===== config.mk =====
export PLATFORM = sky130hd
export DESIGN_NAME = png_chunk_walker_crc_check
export DESIGN_NICKNAME = d
export VERILOG_FILES = /design/src/design/pcw_pkg.sv /design/src/design/pcw_front.sv /design/src/design/pcw_fifo.sv /design/src/design/pcw_back.sv /design/src/design/png_chunk_walker_crc_check.sv
export VERILOG_INCLUDE_DIRS = /design/src /design/src/design
export SDC_FILE = /design/constraint.sdc
export NUM_CORES = 1
export LEC_CHECK = 0
export ABC_AREA = 0
export BUFFER_PORTS_ARGS = -buffer_cell sky130_fd_sc_hd__buf_2
export CAP_MARGIN = 10
export CORE_ASPECT_RATIO = 0.8
export CORE_MARGIN = 3
export CORE_UTILIZATION = 50
export CTS_CLUSTER_DIAMETER = 30
export DETAILED_ROUTE_END_ITERATION = 10
export PLACE_DENSITY = 0.68
export SETUP_SLACK_MARGIN = 0.5
export SLEW_MARGIN = 20
export SYNTH_ARGS = -nofsm -noshare
export SYNTH_HDL_FRONTEND = slang
export SYNTH_SLANG_ARGS = --single-unit

===== constraint.sdc =====
create_clock -name i_clk -period 27.7 [get_ports i_clk]
set_input_delay 5.54 -clock i_clk [delete_from_list [all_inputs] [get_ports i_clk]]
set_output_delay 5.54 -clock i_clk [all_outputs]
set_load 0.05 [all_outputs]

===== src/design/png_chunk_walker_crc_check_macros.svh =====
// assertion macros for the chunk walker
`ifndef PNG_CHUNK_WALKER_CRC_CHECK_MACROS_SVH
`define PNG_CHUNK_WALKER_CRC_CHECK_MACROS_SVH
// property that must hold whenever not in reset
`define PCW_ASSERT(label, prop, msg) \
    label: assert property (@(posedge i_clk) disable iff (!i_rst_n) (prop)) \
        else $error(msg);
// implication whose consequent is checked in the cycle after the antecedent
`define PCW_ASSERT_NEXT(label, ante, cons, msg) \
    label: assert property (@(posedge i_clk) disable iff (!i_rst_n) \
        (ante) |=> (cons)) else $error(msg);
`endif


===== src/design/pcw_pkg.sv =====
// ----------------------------------------------------------------------------
// pcw_pkg
// shared types and constants of the chunk walker
// ----------------------------------------------------------------------------
package pcw_pkg;
    localparam logic [2:0] PH_SIG  = 3'd0;
    localparam logic [2:0] PH_LEN  = 3'd1;
    localparam logic [2:0] PH_TYPE = 3'd2;
    localparam logic [2:0] PH_DATA = 3'd3;
    localparam logic [2:0] PH_CRC  = 3'd4;
    localparam logic [31:0] TYPE_IHDR = 32'h49484452;
    localparam logic [30:0] MAX_LEN = 31'h7FFFFFFF;
    localparam int HDR_BYTES = 13;
    localparam logic [31:0] CRC_POLY = 32'hEDB88320;

    typedef struct packed {
        logic [7:0] data_byte;
        logic       last_byte;
    } t_in_word;

    typedef struct packed {
        logic [31:0] chunk_offset;
        logic [30:0] chunk_length;
        logic [31:0] chunk_type;
        logic [31:0] crc_stored;
        logic [31:0] crc_computed;
        logic        crc_ok;
        logic [31:0] image_width;
        logic [31:0] image_height;
        logic [7:0]  bit_depth;
        logic [7:0]  color_type;
        logic [23:0] ihdr_methods;
        logic        truncated;
    } t_out_word;

    // classified byte handed from front to back
    typedef struct packed {
        logic [7:0]  data_byte;
        logic [2:0]  phase;
        logic        first;     // first byte of length field: start new chunk
        logic [3:0]  hdr_idx;   // header capture slot
        logic        hdr_cap;
        logic        emit;      // completes crc field
        logic        trunc;     // last byte of file inside a chunk
        logic [31:0] offset;
    } t_cmd;

    function automatic logic [31:0] crc_byte(input logic [31:0] acc, input logic [7:0] b);
        logic [31:0] a;
        a = acc ^ {24'd0, b};
        for (int k = 0; k < 8; k++) begin
            a = a[0] ? ((a >> 1) ^ CRC_POLY) : (a >> 1);
        end
        return a;
    endfunction
endpackage


===== src/design/pcw_front.sv =====
// ----------------------------------------------------------------------------
// pcw_front
// tracks phase and field counts, classifies each byte into a command
// ----------------------------------------------------------------------------
module pcw_front
    import pcw_pkg::*;
#(
    parameter int SIG_BYTES = 8
) (
    input  logic     i_clk,
    input  logic     i_rst_n,
    input  logic     i_valid,
    output logic     o_stall,
    input  t_in_word i_word,
    output logic     o_cmd_valid,
    input  logic     i_cmd_full,
    output t_cmd     o_cmd
);
    logic [2:0]  r_phase, n_phase;
    logic [30:0] r_cnt, n_cnt;
    logic [31:0] r_off;
    logic [30:0] r_len, n_len;
    logic [23:0] r_lacc, n_lacc;
    logic        take;
    logic [31:0] full_len;

    assign o_stall = i_cmd_full;
    assign take = i_valid && !i_cmd_full;
    assign o_cmd_valid = take;
    assign full_len = {r_lacc, i_word.data_byte};

    always_comb begin
        n_phase = r_phase;
        n_cnt = r_cnt + 31'd1;
        n_len = r_len;
        n_lacc = r_lacc;
        o_cmd = '0;
        o_cmd.data_byte = i_word.data_byte;
        o_cmd.phase = r_phase;
        o_cmd.offset = r_off;
        o_cmd.hdr_idx = r_cnt[3:0];
        o_cmd.hdr_cap = (r_phase == PH_DATA) && (r_cnt < 31'(HDR_BYTES));
        o_cmd.first = (r_phase == PH_LEN) && (r_cnt == 31'd0);
        unique case (r_phase)
            PH_SIG: begin
                if (r_cnt >= 31'(SIG_BYTES - 1)) begin
                    n_phase = PH_LEN;
                    n_cnt = '0;
                end
            end
            PH_LEN: begin
                n_lacc = o_cmd.first ? {16'd0, i_word.data_byte}
                                     : {r_lacc[15:0], i_word.data_byte};
                if (r_cnt == 31'd3) begin
                    n_len = full_len[31] ? MAX_LEN : full_len[30:0];
                    n_phase = PH_TYPE;
                    n_cnt = '0;
                end
            end
            PH_TYPE: begin
                if (r_cnt == 31'd3) begin
                    n_phase = (r_len != 31'd0) ? PH_DATA : PH_CRC;
                    n_cnt = '0;
                end
            end
            PH_DATA: begin
                if (r_cnt + 31'd1 >= r_len) begin
                    n_phase = PH_CRC;
                    n_cnt = '0;
                end
            end
            PH_CRC: begin
                if (r_cnt == 31'd3) begin
                    o_cmd.emit = 1'b1;
                    n_phase = PH_LEN;
                    n_cnt = '0;
                end
            end
            default: begin
                n_phase = PH_SIG;
                n_cnt = '0;
            end
        endcase
        o_cmd.trunc = i_word.last_byte && (r_phase != PH_SIG) && !o_cmd.emit;
        if (i_word.last_byte) begin
            n_phase = PH_SIG;
            n_cnt = '0;
            n_len = '0;
        end
    end

    always_ff @(posedge i_clk) begin
        if (!i_rst_n) begin
            r_phase <= PH_SIG;
            r_cnt <= '0;
            r_off <= '0;
            r_len <= '0;
            r_lacc <= '0;
        end else if (take) begin
            r_phase <= n_phase;
            r_cnt <= n_cnt;
            r_off <= i_word.last_byte ? 32'd0 : r_off + 32'd1;
            r_len <= n_len;
            r_lacc <= n_lacc;
        end
    end
endmodule


===== src/design/pcw_fifo.sv =====
// ----------------------------------------------------------------------------
// pcw_fifo
// two-entry command queue between front and back
// ----------------------------------------------------------------------------
module pcw_fifo
    import pcw_pkg::*;
(
    input  logic i_clk,
    input  logic i_rst_n,
    input  logic i_push,
    input  t_cmd i_cmd,
    output logic o_full,
    output logic o_valid,
    input  logic i_pop,
    output t_cmd o_cmd
);
    t_cmd       r_mem [2];
    logic       r_wp, r_rp;
    logic [1:0] r_cnt;

    assign o_full = (r_cnt == 2'd2);
    assign o_valid = (r_cnt != 2'd0);
    assign o_cmd = r_mem[r_rp];

    always_ff @(posedge i_clk) begin
        if (i_push) begin
            r_mem[r_wp] <= i_cmd;
        end
    end

    always_ff @(posedge i_clk) begin
        if (!i_rst_n) begin
            r_wp <= 1'b0;
            r_rp <= 1'b0;
            r_cnt <= '0;
        end else begin
            if (i_push) r_wp <= ~r_wp;
            if (i_pop) r_rp <= ~r_rp;
            r_cnt <= r_cnt + {1'b0, i_push} - {1'b0, i_pop};
        end
    end
endmodule


===== src/design/pcw_back.sv =====
// ----------------------------------------------------------------------------
// pcw_back
// crc, field assembly and output record register
// ----------------------------------------------------------------------------
module pcw_back
    import pcw_pkg::*;
(
    input  logic      i_clk,
    input  logic      i_rst_n,
    input  logic      i_cfg_en,
    input  logic      i_cmd_valid,
    output logic      o_pop,
    input  t_cmd      i_cmd,
    output logic      o_valid,
    input  logic      i_stall,
    output t_out_word o_word
);
    logic [31:0] r_start, r_len, r_type, r_crc, r_rd;
    logic [7:0]  r_hdr [HDR_BYTES];
    logic        r_ovalid;
    t_out_word   r_out;
    logic [31:0] c_start, c_len, c_type, c_crc, c_rd;
    logic [7:0]  c_hdr [HDR_BYTES];
    logic        out_free, done, hdr;
    t_out_word   rec;

    assign out_free = !r_ovalid || !i_stall;
    assign o_pop = i_cmd_valid && out_free;
    assign o_valid = r_ovalid;
    assign o_word = r_out;

    always_comb begin
        c_start = r_start; c_len = r_len; c_type = r_type; c_crc = r_crc; c_rd = r_rd;
        c_hdr = r_hdr;
        if (i_cmd.first) begin
            c_start = i_cmd.offset; c_len = '0; c_type = '0;
            c_crc = '1; c_rd = '0;
            for (int i = 0; i < HDR_BYTES; i++) c_hdr[i] = '0;
        end
        case (i_cmd.phase)
            PH_LEN:  c_len = {c_len[23:0], i_cmd.data_byte};
            PH_TYPE: begin
                c_crc = crc_byte(c_crc, i_cmd.data_byte);
                c_type = {c_type[23:0], i_cmd.data_byte};
            end
            PH_DATA: c_crc = crc_byte(c_crc, i_cmd.data_byte);
            PH_CRC:  c_rd = {c_rd[23:0], i_cmd.data_byte};
            default: ;
        endcase
        if (i_cmd.hdr_cap) c_hdr[i_cmd.hdr_idx] = i_cmd.data_byte;
        done = i_cmd.emit || i_cmd.trunc;
        hdr = i_cfg_en && (c_type == TYPE_IHDR);
        rec.chunk_offset = c_start;
        // saturation only visible once all four length bytes are in
        rec.chunk_length = c_len[31] ? MAX_LEN : c_len[30:0];
        rec.chunk_type = c_type;
        rec.crc_stored = c_rd;
        rec.crc_computed = ~c_crc;
        rec.crc_ok = !i_cmd.trunc && (c_rd == ~c_crc);
        rec.image_width = hdr ? {c_hdr[0], c_hdr[1], c_hdr[2], c_hdr[3]} : '0;
        rec.image_height = hdr ? {c_hdr[4], c_hdr[5], c_hdr[6], c_hdr[7]} : '0;
        rec.bit_depth = hdr ? c_hdr[8] : '0;
        rec.color_type = hdr ? c_hdr[9] : '0;
        rec.ihdr_methods = hdr ? {c_hdr[10], c_hdr[11], c_hdr[12]} : '0;
        rec.truncated = i_cmd.trunc;
    end

    always_ff @(posedge i_clk) begin
        if (o_pop) begin
            r_start <= c_start; r_len <= c_len; r_type <= c_type;
            r_crc <= c_crc; r_rd <= c_rd; r_hdr <= c_hdr;
            if (done) r_out <= rec;
        end
    end

    always_ff @(posedge i_clk) begin
        if (!i_rst_n) begin
            r_ovalid <= 1'b0;
        end else if (out_free) begin
            r_ovalid <= o_pop && done;
        end
    end
endmodule


===== src/design/png_chunk_walker_crc_check.sv =====
// ----------------------------------------------------------------------------
// png_chunk_walker_crc_check
// walks png chunks from a byte stream and checks each chunk crc-32
// ----------------------------------------------------------------------------
// one byte word per clock sustained while the queue has room; the front tracks
// phase and field counts and feeds a two-entry command queue, the back runs a
// one-byte-per-cycle crc-32 update while its output is free and assembles
// the record into an output register, so a held output stalls the input
// only once the queue fills; each record passes the queue and output register.
module png_chunk_walker_crc_check
    import pcw_pkg::*;
#(
    parameter int SIGNATURE_BYTES = 8
) (
    input  logic      i_clk,
    input  logic      i_rst_n,
    input  logic      i_cfg_valid,
    output logic      o_cfg_ready,
    input  logic      i_cfg_data,
    input  logic      i_valid,
    output logic      o_stall,
    input  t_in_word  i_word,
    output logic      o_valid,
    input  logic      i_stall,
    output t_out_word o_word
);
`include "png_chunk_walker_crc_check_macros.svh"

    logic r_cfg_en;
    logic cmd_push, q_full, q_valid, q_pop;
    t_cmd f_cmd, q_cmd;

    assign o_cfg_ready = 1'b1;
    // header decode enable, sampled when a record is formed
    always_ff @(posedge i_clk) begin
        if (!i_rst_n) r_cfg_en <= 1'b0;
        else if (i_cfg_valid) r_cfg_en <= i_cfg_data;
    end

    pcw_front #(.SIG_BYTES(SIGNATURE_BYTES)) u_front (
        .i_clk, .i_rst_n, .i_valid, .o_stall, .i_word,
        .o_cmd_valid(cmd_push), .i_cmd_full(q_full), .o_cmd(f_cmd)
    );

    pcw_fifo u_fifo (
        .i_clk, .i_rst_n, .i_push(cmd_push), .i_cmd(f_cmd), .o_full(q_full),
        .o_valid(q_valid), .i_pop(q_pop), .o_cmd(q_cmd)
    );

    pcw_back u_back (
        .i_clk, .i_rst_n, .i_cfg_en(r_cfg_en), .i_cmd_valid(q_valid), .o_pop(q_pop),
        .i_cmd(q_cmd), .o_valid, .i_stall, .o_word
    );

    `PCW_ASSERT(a_no_pop_empty, !(q_pop && !q_valid), "pop from empty queue")
    `PCW_ASSERT(a_ok_not_trunc, !(o_valid && o_word.crc_ok && o_word.truncated), "crc ok on truncated record")
    `PCW_ASSERT_NEXT(a_out_hold, o_valid && i_stall, o_valid && $stable(o_word), "held record changed")
endmodule

==> metrics.csv, run 1 <==
metric,value,unit
multi_input_area,0.0106,sq mm
comb_power_share,0.359,
fin_hold_ws,0.466,ns
dp_slack,18.84,ns
async_flop_share,0,
synth_edf_count,631,
crit_top_cell,buf_4,
pwr-share-clk,0.287,
synth.yosys.seq_area_share,0.652,
cts_resized,0,
hold_viol,0,
grt_max_degree,152,
gp_congestion,0.906,
setup_viol,0,
critPathLaunchType,input pin,
start_util,0.510,
path_delay_family,buffers and inverters,
drive_gt1_frac,0.194,
clk_pin_slew,0.04,ns
placed_area,0.0352,sq mm
tns,0,ns
grt-ovfl-total,0,
nNetsFinal,3013,
crit_slowest_cell,buf_4,
syn_avg_cell_area,12.4,sq um
pwr-share-seq,0.354,
outcome,"finished, final reports clean",
postCtsSetupBuffers,0,
drc_errors,0,
tightest_slew,1.11,ns
io_buffers,281,
totalWireLength,79500,microns
dpl.hpwl,52000,microns
cts.path.max_buffers,3,
register_area,0.0215,sq mm
slew_headroom,0.257,
final_cell_count_no_fill,3917,
tritoncts,done,
hp-class,register to register,
rows,83,
worst_slack,19.53,ns
drv_cap,0,
insertedDiodeCount,0,
cts_buffers,132,
slowest_delay,0.88,ns
rsz0062_at_grt,false,
crit_path_cell_trace,"buf_2, and2_1, nor2_4, o21a_4, buf_4, buf_4",
fp.dieW,293,microns
period_share,0.295,
dp.cells,3678,
ys_types,88,
p_sw_frac,0.393,
p_leak,14.4,nW
drt_iter0_drc,2064,
die_area,0.0692,sq mm
ys_seq_elements,759,
crit_path_end_kind,register,
vias,22100,
drtAntennaViolNets,0,
design.core.area,0.0647,sq mm
ys_warn_count,0,
p_int,3.38,mW
peakVddDrop,0.0801,mV
crit_fanout,88,
slew_violations,0,
ctsHoldBuffers,0,
fin_crit,8.17,ns
fill_cells,4954,
fmax,0.122,GHz
arrival,8.48,ns
final_area,0.0397,sq mm
clock_sinks,759,
syn-cell-area,0.0330,sq mm
synth_ff_type,edfxtp_1,
root_buffer,clkbuf_16,
path_class,input pin to register,
syn_to_final_growth,20.2,%
antenna_found_initial,0,
switching_power,2.19,mW
via_per_inst,5.65,
die_y,236,microns
cp_num_buf_inv,3,
critical_path_required,28.01,ns
htree_levels,4,
pwr_density_cell,140,mW/mm^2
grt_use_total,0.227,
post_drt_wl_per_cell,20.3,microns
fin_skew,0.0400,ns
pin_count,283,
firstDrtPassIters,5,
syn-num-nets,2719,
grt_first_pass_wirelength,123000,microns
clk_latency,0.71,ns
grt_pass1_vias,21300,
synth_cells,2668,
## placed cells by master, fill, tap and decap left out, drive strengths merged, types with 11 or more instances in the layout
cell type,netlist,final
nand3,121,121
o21a,11,11
nand4,30,30
or3,19,19
a21boi,59,59
or4,14,14
a22o,12,12
nor4,30,30
nor2b,114,114
buf,57,318
nand2b,21,21
clkbuf,101,156
nand2,304,304
inv,79,102
o22ai,13,13
edfxtp,631,631
xnor2,65,65
o21ai,192,192
nor2,148,148
mux2i,129,129
clkinvlp,0,11
dfxtp,128,128
clkinv,0,39
nor3,37,37
a21oi,120,120
ha,36,36
xor2,64,64
## tightest hold or removal path, cell delays in order (launching register included)
cell and delay, ns:
dfxtp_1 0.30, nand2_1 0.05, a21boi_0 0.06
## state kept, by name, indices dropped and copies added (netlist names), named ones only
name and count:
u_fifo.r_mem 102, u_front.r_phase 3, u_back.r_hdr 104, u_fifo.r_wp 1, u_back.o_valid 1, u_front.r_cnt 31
u_front.r_off 32, u_back.r_len 32, u_front.r_lacc 24, u_back.o_word 265, u_back.r_start 32, u_fifo.r_rp 1
u_front.r_len 31, u_fifo.r_cnt 2, u_back.r_crc 32, u_back.r_type 32, r_cfg_en 1, u_back.r_rd 32
## per-layer routing
layer	wire length, microns	global-route usage	part of all wire	vias up
met4	1500	0.0685	0.019	0
li1	-	-	-	10400
met2	36400	0.344	0.46	807
met1	35900	0.332	0.45	10800
met5	0	0	0	-
met3	5680	0.0479	0.071	117
## cell families (layout without fill, tap and decap cells)
logic type | after synthesis | count (layout) | synth area share
buffers and inverters | 237 | 636 | 0.0301
adder cells (fa/ha/maj) | 36 | 36 | 0.0136
AND/OR/NAND/NOR | 881 | 881 | 0.131
flip-flops | 759 | 759 | 0.652
XOR/XNOR | 133 | 133 | 0.0405
multiplexers | 134 | 134 | 0.0409
AO/OA/AOI/OAI | 487 | 487 | 0.0922
other | 1 | 1 | 0.000114
## power by group through the flow
stage / logic (mW) / clock network (mW) / registers (mW)
6_report: 2.00 / 1.60 / 1.97
5_1_grt: 2.13 / 1.68 / 2.01
4_1_cts: 2.00 / 1.63 / 1.97
3_5_place_dp: 1.98 / 0 / 1.99
3_3_place_gp: 1.95 / 0 / 1.97
2_1_floorplan: 1.01 / 0 / 2.53
## synth_stat cells (11+ instances only)
cell type | count | share of area
nand4_1 | 30 | 0.0057
o22ai_1 | 13 | 0.0025
xor2_1 | 58 | 0.015
a21boi_0 | 58 | 0.013
ha_1 | 36 | 0.014
nor2_1 | 144 | 0.016
xnor2_1 | 63 | 0.017
clkbuf_1 | 101 | 0.011
nor2b_1 | 114 | 0.022
nor4_1 | 30 | 0.0057
nand3_1 | 121 | 0.018
nand2b_1 | 21 | 0.0040
a22o_1 | 12 | 0.0032
mux2i_1 | 129 | 0.039
o21ai_0 | 183 | 0.028
inv_1 | 79 | 0.0090
buf_1 | 19 | 0.0022
or4_1 | 14 | 0.0032
or3_1 | 18 | 0.0034
a21oi_1 | 116 | 0.018
nor3_1 | 33 | 0.0050
dfxtp_1 | 128 | 0.078
buf_2 | 28 | 0.0042
edfxtp_1 | 631 | 0.57
nand2_1 | 301 | 0.034
o21a_1 | 11 | 0.0025
## final cells by class
cell class	instances	area share
clock inverter	83	0.0232
clock buffer	156	0.0895
sequential	759	0.542
tap	850	0.0268
multi-input combinational	1672	0.268
inverter	79	0.00747
timing repair buffer	318	0.0429
## path summary, 6_finish.rpt
path                                           end  cells after the start          startpoint  slack (ns)
worst max register to register   u_front.r_cnt[13]                     16    u_front.r_cnt[0]       22.19
worst max-delay path             u_back.o_word[10]                      6             i_stall       19.53
worst min-delay path            u_front.r_lacc[20]                      2  u_front.r_lacc[20]        0.47
worst min register to register  u_front.r_lacc[20]                      2  u_front.r_lacc[20]        0.47
## stage by stage
stage / utilization / total power, mW
floorplan: - / 3.54
global placement: 0.544 / 3.93
detailed placement: 0.544 / 3.97
CTS: 0.613 / 5.59
global route: 0.613 / 5.82
finish: 0.613 / 5.57
(Power assumes the default switching activity.)
==> inputs of run 2 (changes only) <==
--- a/config.mk
+++ b/config.mk
@@ -6,7 +6,7 @@
 export SDC_FILE = /design/constraint.sdc
 export NUM_CORES = 1
 export LEC_CHECK = 0
-export ABC_AREA = 0
+export ABC_AREA = 1
 export BUFFER_PORTS_ARGS = -buffer_cell sky130_fd_sc_hd__buf_2
 export CAP_MARGIN = 10
 export CORE_ASPECT_RATIO = 0.8
@@ -14,7 +14,7 @@
 export CORE_UTILIZATION = 50
 export CTS_CLUSTER_DIAMETER = 30
 export DETAILED_ROUTE_END_ITERATION = 10
-export PLACE_DENSITY = 0.68
+export PLACE_DENSITY = 0.7
 export SETUP_SLACK_MARGIN = 0.5
 export SLEW_MARGIN = 20
 export SYNTH_ARGS = -nofsm -noshare
==> constraint.sdc (replaced) <==
create_clock -name i_clk -period 7.09 [get_ports i_clk]
set_input_delay 1.418 -clock i_clk [delete_from_list [all_inputs] [get_ports i_clk]]
set_output_delay 1.418 -clock i_clk [all_outputs]
set_load 0.05 [all_outputs]
==> metrics.csv, run 2 <==
metric,value,unit,change
outcome,"finished, final reports clean",,
htree_levels,4,,unchanged
slew_violations,0,,unchanged
fin_hold_ws,0.451,ns,-0.0151 ns
totalWireLength,86100,microns,+8.3%
syn_avg_cell_area,9.76,sq um,-21%
cts.path.max_buffers,3,,unchanged
fmax,0.206,GHz,
synthMostInstantiatedCell,nand2_1,,
tightest_slew,1.11,ns,-0.000689 ns
die_area,0.0714,sq mm,+3.2%
critical_path_required,7.63,ns,-20.38 ns
drtAntennaViolNets,0,,unchanged
period_share,0.683,,
grt_use_total,0.238,,+0.0112
grt_pass1_vias,23800,,+12%
setup_viol,0,,unchanged
start_util,0.512,,+0.00139
antenna_found_initial,3,,+3
path_class,register to register,,
clk_pin_slew,0.05,ns,about the same
ys_types,46,,-48%
root_buffer,clkbuf_16,,
nNetsFinal,3834,,+27%
crit_fanout,66,,-25%
rows,84,,+1.2%
post_drt_wl_per_cell,18.0,microns,-11%
drv_cap,0,,unchanged
async_flop_share,0,,unchanged
cts_buffers,132,,unchanged
insertedDiodeCount,0,,unchanged
dpl.hpwl,55700,microns,+7.0%
largest_register_ffs,265,,unchanged
drc_errors,0,,unchanged
synth_cells,3493,,+31%
grt_first_pass_wirelength,133000,microns,+8.1%
cts_resized,0,,unchanged
grt-ovfl-total,0,,unchanged
fp.dieW,298,microns,+1.6%
ys_warn_count,0,,unchanged
synthTopCellsByCount,"nand2_1, edfxtp_1, inv_1",,
ctsHoldBuffers,0,,unchanged
yosys.area.top_type,edfxtp_1,,
r2r_setup_slack,2.25,ns,-19.95 ns
slew_headroom,0.258,,+0.000460
fin_skew,0.0310,ns,-0.00894 ns
firstDrtPassIters,9,,+4
ys_seq_elements,759,,unchanged
placed_area,0.0362,sq mm,+2.8%
die_y,240,microns,+1.6%
io_buffers,281,,unchanged
synthTopCellsByArea,"edfxtp_1, nand2_1, dfxtp_1, inv_1, nand3_1",,
final_area,0.0407,sq mm,+2.6%
fill_cells,5547,,+12%
fin_crit,4.85,ns,
critPathLaunchType,register,,
pin_count,283,,unchanged
hp-class,register to register,,
vias,25300,,+14%
postCtsSetupBuffers,0,,unchanged
arrival,5.38,ns,-3.10 ns
via_per_inst,5.28,,-6.4%
rsz0062_at_grt,false,,
worst_slack,2.25,ns,-17.28 ns
synth_ff_type,edfxtp_1,,
drive_gt1_frac,0.153,,-0.0404
grt_max_degree,187,,+23%
clock_sinks,759,,unchanged
syn_to_final_growth,19.4,%,
hold_viol,0,,unchanged
crit_path_end_kind,register,,
layout_common_cells,"nand2_1, edfxtp_1, inv_1",,
synth_top_area_frac,0.556,,-0.0182
clk_latency,0.69,ns,-0.02 ns
syn-num-nets,3544,,+30%
tritoncts,done,,
dp_slack,2.11,ns,-16.72 ns
design.core.area,0.0666,sq mm,+3.0%
synth.yosys.seq_area_share,0.631,,-0.0206
syn-cell-area,0.0341,sq mm,+3.3%
hold_start,u_fifo.r_rp,,
drt_iter0_drc,2566,,+24%
layout_commonest_cell,nand2_1,,
synth_edf_count,631,,unchanged
gp_congestion,0.934,,+3.1%
## run 2: cell types whose count changed after synthesis, sizes merged, moves of 59 or more
cell,change
o21a,+65
mux2i,-129
nor2b,-114
a21boi,-59
nor2,+135
nand3,+112
inv,+350
nand2,+655
## run 2: cell families (layout without fill, tap and decap cells)
| kind of cell | Yosys count | in the layout | synth area share |
|---|---|---|---|
| compound gates | 469 | 469 | 0.0777 |
| flops | 759 | 759 | 0.631 |
| xor+xnor | 42 | 42 | 0.0108 |
| buf+inv | 578 | 973 | 0.0693 |
| simple gates | 1608 | 1608 | 0.198 |
| other cells | 1 | 1 | 0.000110 |
| fa+ha+maj | 36 | 36 | 0.0132 |
## run 2: critical path, stage by stage (launching register included)
cell,delay (ns)
dfxtp_2,0.64
inv_2,0.07
nand2_1,0.07
nand2_1,0.13
nor2_2,0.13
buf_4,0.40
nand2_2,0.38
inv_2,0.40
nand2_1,0.13
o21ai_2,0.13
o211ai_1,0.11
nor3_1,0.27
nand2_1,0.16
nor4_4,0.20
nand3b_4,0.65
buf_4,0.55
nor2_1,0.17
## run 2: metal layers
layer | GRT usage | share of wire | up-vias
met5 | 0 | 0 | -
li1 | - | - | 12300
met4 | 0.0929 | 0.026 | 0
met3 | 0.0412 | 0.066 | 149
met1 | 0.333 | 0.44 | 12000
met2 | 0.375 | 0.47 | 858
## run 2: cell type report
| type | count | area [sq um] | share of cell area |
|---|---|---|---|
| multi-input cells | 2156 | 10300 | 0.253 |
| inverters | 431 | 1630 | 0.0399 |
| repair buffers | 303 | 1600 | 0.0393 |
| well taps | 903 | 1130 | 0.0278 |
| clock inverters | 84 | 990 | 0.0243 |
| clock buffers | 155 | 3530 | 0.0866 |
| flip-flops and latches | 759 | 21500 | 0.529 |
## run 2: final timing paths
kind / end / depth (start not counted)
setup / recovery: u_back.o_word[76] / 16
setup reg to reg: u_back.o_word[76] / 16
hold reg to reg: register / 1
hold / removal: register / 1
## run 2: stage by stage
stage | utilization | instances | TNS (ns)
after floorplan | - | 3493 | -911.81
after global placement | 0.543 | 4552 | 0
after detailed placement | 0.543 | 4552 | 0
after CTS | 0.611 | 4791 | 0
after global routing | 0.611 | 4791 | 0
final | 0.611 | 4791 | 0
Power of run 2 is left out: the tool's default activity adds up to more than one toggle a clock period on the data nets, which glitch-free logic cannot reach.
